<file path="src/design/coffrel_pkg.sv">
`default_nettype none

package coffrel_pkg;

  // field widths of the relocation interface
  localparam int unsigned KindW   = 3;
  localparam int unsigned AddrW   = 64;
  localparam int unsigned OffW    = 32;
  localparam int unsigned StatusW = 3;
  localparam int unsigned CountW  = 4;

  // bytes written per relocation width
  localparam logic [CountW-1:0] WideBytes   = 4'd8;
  localparam logic [CountW-1:0] NarrowBytes = 4'd4;
  localparam logic [CountW-1:0] NoBytes     = 4'd0;

  // relocation kinds
  typedef enum logic [KindW-1:0] {
    KIND_ADDR64   = 3'd0,
    KIND_ADDR32NB = 3'd1,
    KIND_REL32    = 3'd2,
    KIND_SECREL   = 3'd3
  } kind_e;

  // result status codes
  typedef enum logic [StatusW-1:0] {
    ST_OK       = 3'd0,
    ST_BAD_KIND = 3'd1,
    ST_PAST_END = 3'd2,
    ST_REL32    = 3'd3,
    ST_ADDR64   = 3'd4,
    ST_ADDR32NB = 3'd5,
    ST_SECREL   = 3'd6
  } status_e;

  // one relocation request
  typedef struct packed {
    logic [KindW-1:0] command;
    logic [AddrW-1:0] target_address;
    logic [OffW-1:0]  target_section_offset;
    logic [AddrW-1:0] section_address;
    logic [OffW-1:0]  site_offset;
    logic [OffW-1:0]  section_size;
    logic [AddrW-1:0] stored_bytes;
  } request_t;

  // one relocation result
  typedef struct packed {
    status_e           status;
    logic [AddrW-1:0]  patched_bytes;
    logic [CountW-1:0] byte_count;
  } result_t;

endpackage

`default_nettype wire

</file>
<file path="src/design/coffrel_calc.sv">
`default_nettype none

module coffrel_calc (
  input  coffrel_pkg::request_t        req_i,
  input  logic [coffrel_pkg::AddrW-1:0] load_base_i,
  output coffrel_pkg::result_t         res_o
);
  import coffrel_pkg::*;

  logic [AddrW-1:0]  addend;
  logic [AddrW-1:0]  rel32_val;
  logic [AddrW-1:0]  addr64_val;
  logic [AddrW-1:0]  nb_base;
  logic [AddrW-1:0]  nb_val;
  logic [AddrW-1:0]  secrel_val;
  logic [OffW:0]     patch_end;
  logic [CountW-1:0] width;
  logic              kind_ok;
  logic              past_end;

  // kind decode and patch width
  always_comb begin
    kind_ok = 1'b1;
    width   = NarrowBytes;
    unique case (req_i.command) inside
      KIND_ADDR64:   width = WideBytes;
      KIND_ADDR32NB,
      KIND_REL32,
      KIND_SECREL:   width = NarrowBytes;
      default:       kind_ok = 1'b0;
    endcase
  end

  // section bound, 33-bit so no wrap
  assign patch_end = {1'b0, req_i.site_offset} + {{(OffW+1-CountW){1'b0}}, width};
  assign past_end  = patch_end > {1'b0, req_i.section_size};

  // addend from stored bytes, sign-extended for 4-byte kinds
  assign addend = (req_i.command == KIND_ADDR64) ? req_i.stored_bytes :
                  {{(AddrW-OffW){req_i.stored_bytes[OffW-1]}}, req_i.stored_bytes[OffW-1:0]};

  // candidate values, all modulo 2^64
  assign rel32_val  = req_i.target_address + addend - req_i.section_address
                      - {{(AddrW-OffW){1'b0}}, req_i.site_offset} - AddrW'(4);
  assign addr64_val = req_i.target_address + addend;
  assign nb_base    = ((load_base_i != '0) && (req_i.target_address >= load_base_i)) ?
                      (req_i.target_address - load_base_i) : req_i.target_address;
  assign nb_val     = nb_base + addend;
  assign secrel_val = {{(AddrW-OffW){1'b0}}, req_i.target_section_offset} + addend;

  // select result and range checks
  always_comb begin
    res_o.status        = ST_OK;
    res_o.patched_bytes = '0;
    res_o.byte_count    = NoBytes;
    if (!kind_ok) begin
      res_o.status = ST_BAD_KIND;
    end else if (past_end) begin
      res_o.status = ST_PAST_END;
    end else begin
      unique case (req_i.command)
        KIND_REL32: begin
          if ((rel32_val[AddrW-1:OffW-1] != '0) && (rel32_val[AddrW-1:OffW-1] != '1)) begin
            res_o.status = ST_REL32;
          end else begin
            res_o.patched_bytes = {{(AddrW-OffW){1'b0}}, rel32_val[OffW-1:0]};
            res_o.byte_count    = NarrowBytes;
          end
        end
        KIND_ADDR64: begin
          if (addr64_val[AddrW-1]) begin
            res_o.status = ST_ADDR64;
          end else begin
            res_o.patched_bytes = addr64_val;
            res_o.byte_count    = WideBytes;
          end
        end
        KIND_ADDR32NB: begin
          if (nb_val[AddrW-1:OffW] != '0) begin
            res_o.status = ST_ADDR32NB;
          end else begin
            res_o.patched_bytes = nb_val;
            res_o.byte_count    = NarrowBytes;
          end
        end
        default: begin
          if (secrel_val[AddrW-1:OffW] != '0) begin
            res_o.status = ST_SECREL;
          end else begin
            res_o.patched_bytes = secrel_val;
            res_o.byte_count    = NarrowBytes;
          end
        end
      endcase
    end
  end

endmodule

`default_nettype wire

</file>
<file path="src/design/coff_amd64_relocation_patch.sv">
`default_nettype none

// channel      direction  handshake               payload
// -----------  ---------  ----------------------  ---------------------------------------
// input        in         in_valid_i/in_stall_o   command .. stored_bytes
// result       out        out_valid_o/out_stall_i status, patched_bytes, byte_count
// load_base    in         load_base_we_i          load_base_i (write only)
//
// two register stages: request register, then result register; the relocation math sits
// between the two registers. one transaction per cycle sustained while out_stall_i is low.
// asynchronous active-low reset clears the valid flags and the load base register.
// a stall on the result side holds the result register and backs up into the request
// register; in_stall_o rises only when the request register is full and cannot move on.

module coff_amd64_relocation_patch (
  input  logic                              clk_i,
  input  logic                              rst_ni,
  // configuration
  input  logic                              load_base_we_i,
  input  logic [coffrel_pkg::AddrW-1:0]     load_base_i,
  // input channel
  input  logic                              in_valid_i,
  output logic                              in_stall_o,
  input  logic [coffrel_pkg::KindW-1:0]     command_i,
  input  logic [coffrel_pkg::AddrW-1:0]     target_address_i,
  input  logic [coffrel_pkg::OffW-1:0]      target_section_offset_i,
  input  logic [coffrel_pkg::AddrW-1:0]     section_address_i,
  input  logic [coffrel_pkg::OffW-1:0]      site_offset_i,
  input  logic [coffrel_pkg::OffW-1:0]      section_size_i,
  input  logic [coffrel_pkg::AddrW-1:0]     stored_bytes_i,
  // result channel
  output logic                              out_valid_o,
  input  logic                              out_stall_i,
  output logic [coffrel_pkg::StatusW-1:0]   status_o,
  output logic [coffrel_pkg::AddrW-1:0]     patched_bytes_o,
  output logic [coffrel_pkg::CountW-1:0]    byte_count_o
);
  import coffrel_pkg::*;

  logic [AddrW-1:0] load_base_q;
  request_t         req_q;
  logic             req_valid_q;
  result_t          res_d;
  result_t          res_q;
  logic             res_valid_q;
  logic             res_load;
  logic             req_load;

  // configuration register
  always_ff @(posedge clk_i or negedge rst_ni) begin
    if (!rst_ni) begin
      load_base_q <= '0;
    end else if (load_base_we_i) begin
      load_base_q <= load_base_i;
    end
  end

  // pipeline flow control
  assign res_load   = !res_valid_q || !out_stall_i;
  assign in_stall_o = req_valid_q && !res_load;
  assign req_load   = in_valid_i && !in_stall_o;

  // request register
  always_ff @(posedge clk_i or negedge rst_ni) begin
    if (!rst_ni) begin
      req_valid_q <= 1'b0;
    end else if (!in_stall_o) begin
      req_valid_q <= in_valid_i;
    end
  end

  always_ff @(posedge clk_i) begin
    if (req_load) begin
      req_q <= '{command:               command_i,
                 target_address:        target_address_i,
                 target_section_offset: target_section_offset_i,
                 section_address:       section_address_i,
                 site_offset:           site_offset_i,
                 section_size:          section_size_i,
                 stored_bytes:          stored_bytes_i};
    end
  end

  // relocation math
  coffrel_calc u_calc (
    .req_i       (req_q),
    .load_base_i (load_base_q),
    .res_o       (res_d)
  );

  // result register
  always_ff @(posedge clk_i or negedge rst_ni) begin
    if (!rst_ni) begin
      res_valid_q <= 1'b0;
    end else if (res_load) begin
      res_valid_q <= req_valid_q;
    end
  end

  always_ff @(posedge clk_i) begin
    if (res_load && req_valid_q) begin
      res_q <= res_d;
    end
  end

  assign out_valid_o     = res_valid_q;
  assign status_o        = res_q.status;
  assign patched_bytes_o = res_q.patched_bytes;
  assign byte_count_o    = res_q.byte_count;

  // checks
  a_err_no_bytes : assert property (@(posedge clk_i) disable iff (!rst_ni)
    (out_valid_o && (res_q.status != ST_OK)) |-> ((byte_count_o == NoBytes) &&
                                                 (patched_bytes_o == '0)))
    else $error("error result carries bytes");

  a_ok_count : assert property (@(posedge clk_i) disable iff (!rst_ni)
    (out_valid_o && (res_q.status == ST_OK)) |-> ((byte_count_o == WideBytes) ||
                                                 (byte_count_o == NarrowBytes)))
    else $error("ok result with bad byte count");

  a_stall_only_full : assert property (@(posedge clk_i) disable iff (!rst_ni)
    in_stall_o |-> (req_valid_q && res_valid_q && out_stall_i))
    else $error("input stalled while pipeline can move");

  a_result_held : assert property (@(posedge clk_i) disable iff (!rst_ni)
    (out_valid_o && out_stall_i) |=> (out_valid_o && $stable(res_q)))
    else $error("stalled result lost or changed");

endmodule

`default_nettype wire
</file>
<file path="config.mk">
export PLATFORM = sky130hd
export DESIGN_NAME = coff_amd64_relocation_patch
export DESIGN_NICKNAME = d
export VERILOG_FILES = /design/src/design/coffrel_pkg.sv /design/src/design/coffrel_calc.sv /design/src/design/coff_amd64_relocation_patch.sv
export SDC_FILE = /design/constraint.sdc
export NUM_CORES = 1
export LEC_CHECK = 0
export ABC_AREA = 0
export BUFFER_PORTS_ARGS = -buffer_cell sky130_fd_sc_hd__buf_2
export CAP_MARGIN = 20
export CORE_MARGIN = 4
export CORE_UTILIZATION = 60
export DETAILED_ROUTE_END_ITERATION = 7
export GPL_TIMING_DRIVEN = 0
export PLACE_DENSITY = 0.86
export SLEW_MARGIN = 20
export SYNTH_ARGS = -nofsm -noshare
export SYNTH_HDL_FRONTEND = slang
export SYNTH_SLANG_ARGS = --single-unit
</file>
<file path="constraint.sdc">
create_clock -name clk_i -period 20.2 [get_ports clk_i]
set_clock_uncertainty 0.05 [all_clocks]
set_input_delay 6.06 -clock clk_i [delete_from_list [all_inputs] [get_ports clk_i]]
set_output_delay 6.06 -clock clk_i [all_outputs]
set_load 0.01 [all_outputs]
</file>
# Word-level counts from Yosys, hierarchy flattened

Cells that the tools add are included.
Widths: inputs -> output; s select.

Logic and storage cells: 60
Output and inout port bits: 73
Input port bits: 360
Register bits: 428

Multiplexer cells: 14
Equality and inequality tests: 4
Bitwise gates (word level): 1
Add/subtract/negate cells: 8
Reductions and logical operators: 17
Magnitude comparators: 2

Operators by type and width:

| kind                  | number |
|---|---|
| $pmux 71 s3           | 1 |
| $mux 68               | 2 |
| $add 64x64->64        | 2 |
| $mux 64               | 2 |
| $sub 64x64->64        | 2 |
| $mux 67               | 1 |
| $add 32x64->64        | 1 |
| $ge 64x64->1          | 1 |
| $reduce_bool 32->1    | 2 |
| $reduce_bool 64->1    | 1 |
| $sub 64x3->64 const B | 1 |
| $sub 64x32->64        | 1 |
| $mux 36               | 1 |
| $add 32x4->33         | 1 |
| $gt 33x32->1          | 1 |
| $ne 33x33->1 const B  | 1 |
| $reduce_bool 33->1    | 1 |
| $mux 3                | 3 |
| $eq 3x2->1 const B    | 2 |
| $logic_and 1x1->1     | 5 |
| $logic_not 1->1       | 4 |
| $mux 2                | 2 |
| $mux 4                | 1 |
| $reduce_or 4->1       | 1 |
| other kinds (6)       | 6 |

# Depth between registers and ports, before layout

Depth after elaboration: 11
Gate-level depth with buffers: 38
Depth with buffers taken out: 31

# Hierarchy

From an unflattened synthesis, not the netlist that was laid out.

Cells, all modules: 3863
Area total of the unflattened synthesis: 36125.9 um^2

By module, submodules not included:

| module                      | cells each | area an instance (um^2) | instances | sequential area each (um^2) |
|---|---|---|---|---|
| coffrel_calc                | 3358       | 22490.3                 | 1         | 0.0 |
| coff_amd64_relocation_patch | 505        | 13635.6                 | 1         | 12522.0 |

# Worst setup path before layout

No wires, ideal clock.

Path kind: input-to-reg
Start point: input out_stall_i
End point: register req_q[0] (netlist bit) (enable)
Stages on the path: 2
Buffers on the path: 0
Required time: 19460 ps
Arrival: 12780 ps
Slack: 6680 ps
Path through: nand3_1 -> and2_1

Cells in the longest elaborated chain, start to end: 6

RTL lines:

| item                 | RTL line                          | RTL |
|---|---|---|
| from (decl)          | coff_amd64_relocation_patch.sv:33 | `input logic out_stall_i,` |
| $logic_not 1->1      | coff_amd64_relocation_patch.sv:59 | `assign res_load = !res_valid_q \|\| !out_stall_i;` |
| $logic_or 1x1->1     | coff_amd64_relocation_patch.sv:59 |  |
| $logic_not 1->1      | coff_amd64_relocation_patch.sv:60 | `assign in_stall_o = req_valid_q && !res_load;` |
| $logic_and 1x1->1    | coff_amd64_relocation_patch.sv:60 |  |
| $logic_not 1->1      | n/a                               |  |
| $logic_and 1x1->1    | coff_amd64_relocation_patch.sv:61 | `assign req_load = in_valid_i && !in_stall_o;` |
| via req_load         | coff_amd64_relocation_patch.sv:47 | `logic req_load;` |
| to (signal assigned) | coff_amd64_relocation_patch.sv:74 | `req_q <= '{command: command_i,` |
| to (decl)            | coff_amd64_relocation_patch.sv:41 | `request_t req_q;` |

The timed path passes the listed nets, and every way through them passes these cells.
A chain may end at the register's enable or synchronous reset.

# Worst setup path in the final report

Start point: input out_stall_i
End point: output in_stall_o

Cells in the longest elaborated chain, start to end: 4

RTL lines:

| item              | RTL line                          | RTL |
|---|---|---|
| $logic_not 1->1   | coff_amd64_relocation_patch.sv:59 |  |
| $logic_or 1x1->1  | coff_amd64_relocation_patch.sv:59 |  |
| $logic_not 1->1   | coff_amd64_relocation_patch.sv:60 |  |
| $logic_and 1x1->1 | coff_amd64_relocation_patch.sv:60 |  |
| to (decl)         | coff_amd64_relocation_patch.sv:23 | `output logic in_stall_o,` |

Every way passes these cells.

==> reports/results.ini <==
[critical_path]
cp-end-kind = primary output
worstPathCellList = buf_2 > nand3_1 > inv_1 > buf_2
cp_common_cell = buf_2
cp_max_fo = 3
crit_slowest_cell = buf_2
crit_arrival_ns = 6.52
cp-start-kind = input port
critical_path_class = input port to primary output
critPathMaxStageDelay_ns = 0.14
critical_path_required_ns = 14.09
cp_top_family = buffers and inverters
crit_buf_inv = 3

[timing]
min_period_ns = 12.63
setup_viol = 0
timing.fmax_mhz = 79.20
report.final.slew_viol_count = 0
tns_ns = 0
slew_headroom_pct = 25.08
rsz0062_at_grt = no
setup_slack_ns = 7.574
period_share_pct = 62.51
worst_slew_pin_slew_ns = 1.096
whs_ns = 0.4520
hold_viol = 0

[clock_network]
clk_latency_ns = 0.61
cts_tree = done
post_cts_buffers = 0
cts.clk_slew.worst_paths_ns = 0.06
cts.htree.levels = 2
numCtsBuffers = 45
postCtsHoldBufs = 0
clock_path_buffers = 3
cts.sinks = 426
ctsResizeCount = 0
cts-root-buf = clkbuf_16

[cells_and_area]
fill_cells = 4816
fin_nets = 5605
layoutNonFillerInstCount = 5702
drive_above_1_share_pct = 12.51
final_core_util_pct = 69.05
syn2layout_area_growth_pct = 13.27

[floorplan]
die_h_um = 259.3
rows = 91
die_area_um2 = 67250
core_um2 = 62170
io_pins = 433
die_w_um = 259.3
start_util_pct = 60.96

[routing]
via_per_inst = 6.549
first_pass_iters = 6
drc = 0
final_antenna_net_count = 0
drt_iter0_drc = 4531
num_vias = 37341
wl_per_cell_um = 24.92
routed_wl_um = 142100

[global_route]
antenna_found_initial = 13
grt_max_degree = 67
grt.total_usage_pct = 40.39
grt_pass1_wl_um = 208300
grt_pass1_vias = 35254
overflow = 0

[place]
numPortBuffers = 429
dp.cells = 5607
dp_hpwl_um = 115600
dp_slack_ns = 7.577
gp_congestion = 1.028

[synth]
synth_area_um2 = 37900
ys_seq_area_share_pct = 32.88
ys_async_sr_fraction_pct = 15.49
ys.flop_type = edfxtp_1
yosysWarningCount = 0
synth_edf_count = 360
synth_seq_cells = 426
synthCells = 4331
synth_area_per_cell_um2 = 8.750
synth_cell_types = 102

[pwr]
clockPowerShare_pct = 20.0
seq_power_share_pct = 24.6
p_comb_share_pct = 55.4
p_int_uw = 2397
cellPowerDensity_nw_per_um2 = 103.0
total_leakage_power_uw = 0.01826
p_sw_share_pct = 45.79
ir_drop_v = 0.00008641
power.switching_uw = 2024

[run_status]
run_status = complete, no violations

[hold_path]
hold_path.class = register to register

[run]
maxCapViolCount = 0

-- worst register-to-register path, delay by kind of cell (launching register included) --
kind / cells / cell delay (ns)
AOI/OAI and AO/OA: 6 / 2.14
buffers and inverters: 10 / 3.43
and+or+nand+nor: 16 / 4.52
xor gates and xnor gates: 1 / 0.35
adders and majority gates: 3 / 0.75
DFF: 1 / 0.37
-- worst paths after layout --
check / from / endpoint / slack [ns] / depth (start not counted)
max reg2reg: req_q[290]$_DFFE_PP_ / byte_count_o[2]$_SDFFCE_PP0P_ / 8.39 / 36
max in group asynchronous: rst_ni / load_base_q[4]$_DFFE_PN0P_ / 14.05 / 1
max: out_stall_i / in_stall_o / 7.57 / 4
min: req_valid_q$_DFFE_PN0N_ / out_valid_o$_DFFE_PN0N_ / 0.45 / 1
min reg2reg: req_valid_q$_DFFE_PN0N_ / out_valid_o$_DFFE_PN0N_ / 0.45 / 1
min in group asynchronous: rst_ni / load_base_q[61]$_DFFE_PN0P_ / 5.48 / 1
-- power by group through the flow --
stage / logic (uW) / registers, uW / clock network [uW]
after detailed placement: 2340 / 1100 / 0
after global routing: 2650 / 1090 / 924
after floorplan: 1680 / 1090 / 0
after global placement: 2300 / 1120 / 0
after CTS: 2370 / 1080 / 885
final: 2450 / 1090 / 884
-- synth_stat cells, types with 16 or more instances --
cell	n	area (um2)
nand2_1	407	1528
edfxtp_1	360	10810
a31oi_1	46	287.8
and2_1	29	181.4
o211ai_1	37	277.8
ha_1	389	4867
o31ai_1	17	127.6
a21oi_1	411	2057
dfrtp_1	66	1652
xor2_1	105	919.6
a211oi_1	52	390.4
a21o_1	150	1126
xnor2_1	173	1515
clkbuf_1	138	518.0
mux2_2	22	247.7
nor2b_1	35	219.0
nor2_1	319	1197
nand2b_1	38	237.7
o21bai_1	47	352.8
or3_1	25	156.4
nand4_1	113	706.9
nor3_1	77	385.4
o21a_1	37	277.8
and3_1	60	375.4
fa_1	39	780.8
o22ai_1	20	125.1
nand3_1	114	570.6
inv_1	311	1167
a221oi_1	20	175.2
nor4_1	54	337.8
o21ai_1	16	80.08
o21ai_0	283	1416
-- kinds of logic after synthesis --
logic type / after synthesis / share of synthesized area, %
compound gates: 1330 / 22.45
xor+xnor: 278 / 6.425
fa+ha+maj: 428 / 14.90
buf+inv: 474 / 4.791
flops: 426 / 32.88
mux: 36 / 1.056
other cells: 1 / 0.009895
simple gates: 1358 / 17.48
-- cell usage in the layout, fill, tap and decap left out, types with 113 or more instances in the layout --
master and count:
a21o_1 150, nand2_1 407, nor2_1 319, a21oi_1 411, nand3_1 114, ha_1 389
o21ai_0 283, xnor2_1 173, inv_1 311, edfxtp_1 360, buf_2 442, clkbuf_1 146
nand4_1 113
-- metal layers --
metal	part of all wire (%)	GRT usage, %
met1	40	55.38
met2	44	63.72
met3	11	6.780
met4	5.0	17.04
met5	0.015	0
-- cell type report --
class	count	area, um2	share of cell area, %
Buffer	162	644.4	1.501
Inverter	312	1171	2.728
Clock buffer	58	1236	2.880
Timing Repair Buffer	437	2370	5.520
Tap cell	837	1047	2.440
Sequential cell	426	12460	29.03
Multi-Input combinational cell	3433	23650	55.10
Antenna cell	11	27.53	0.06412
Clock inverter	26	315.3	0.7345
-- stage by stage --
stage / area (um2) / total power, uW
floorplan: 37910 / 2768
global placement: 41100 / 3423
detailed placement: 41340 / 3441
CTS: 42890 / 4337
global route: 42920 / 4664
finish: 42930 / 4421
-- state kept, by name (all words and copies together), names as in the netlist --
name and flops:
byte_count_o 2, load_base_q 64, out_valid_o 1, patched_bytes_o 64, req_q 291, req_valid_q 1, status_o 3
Note: power is estimated with default switching activity, not from simulation.
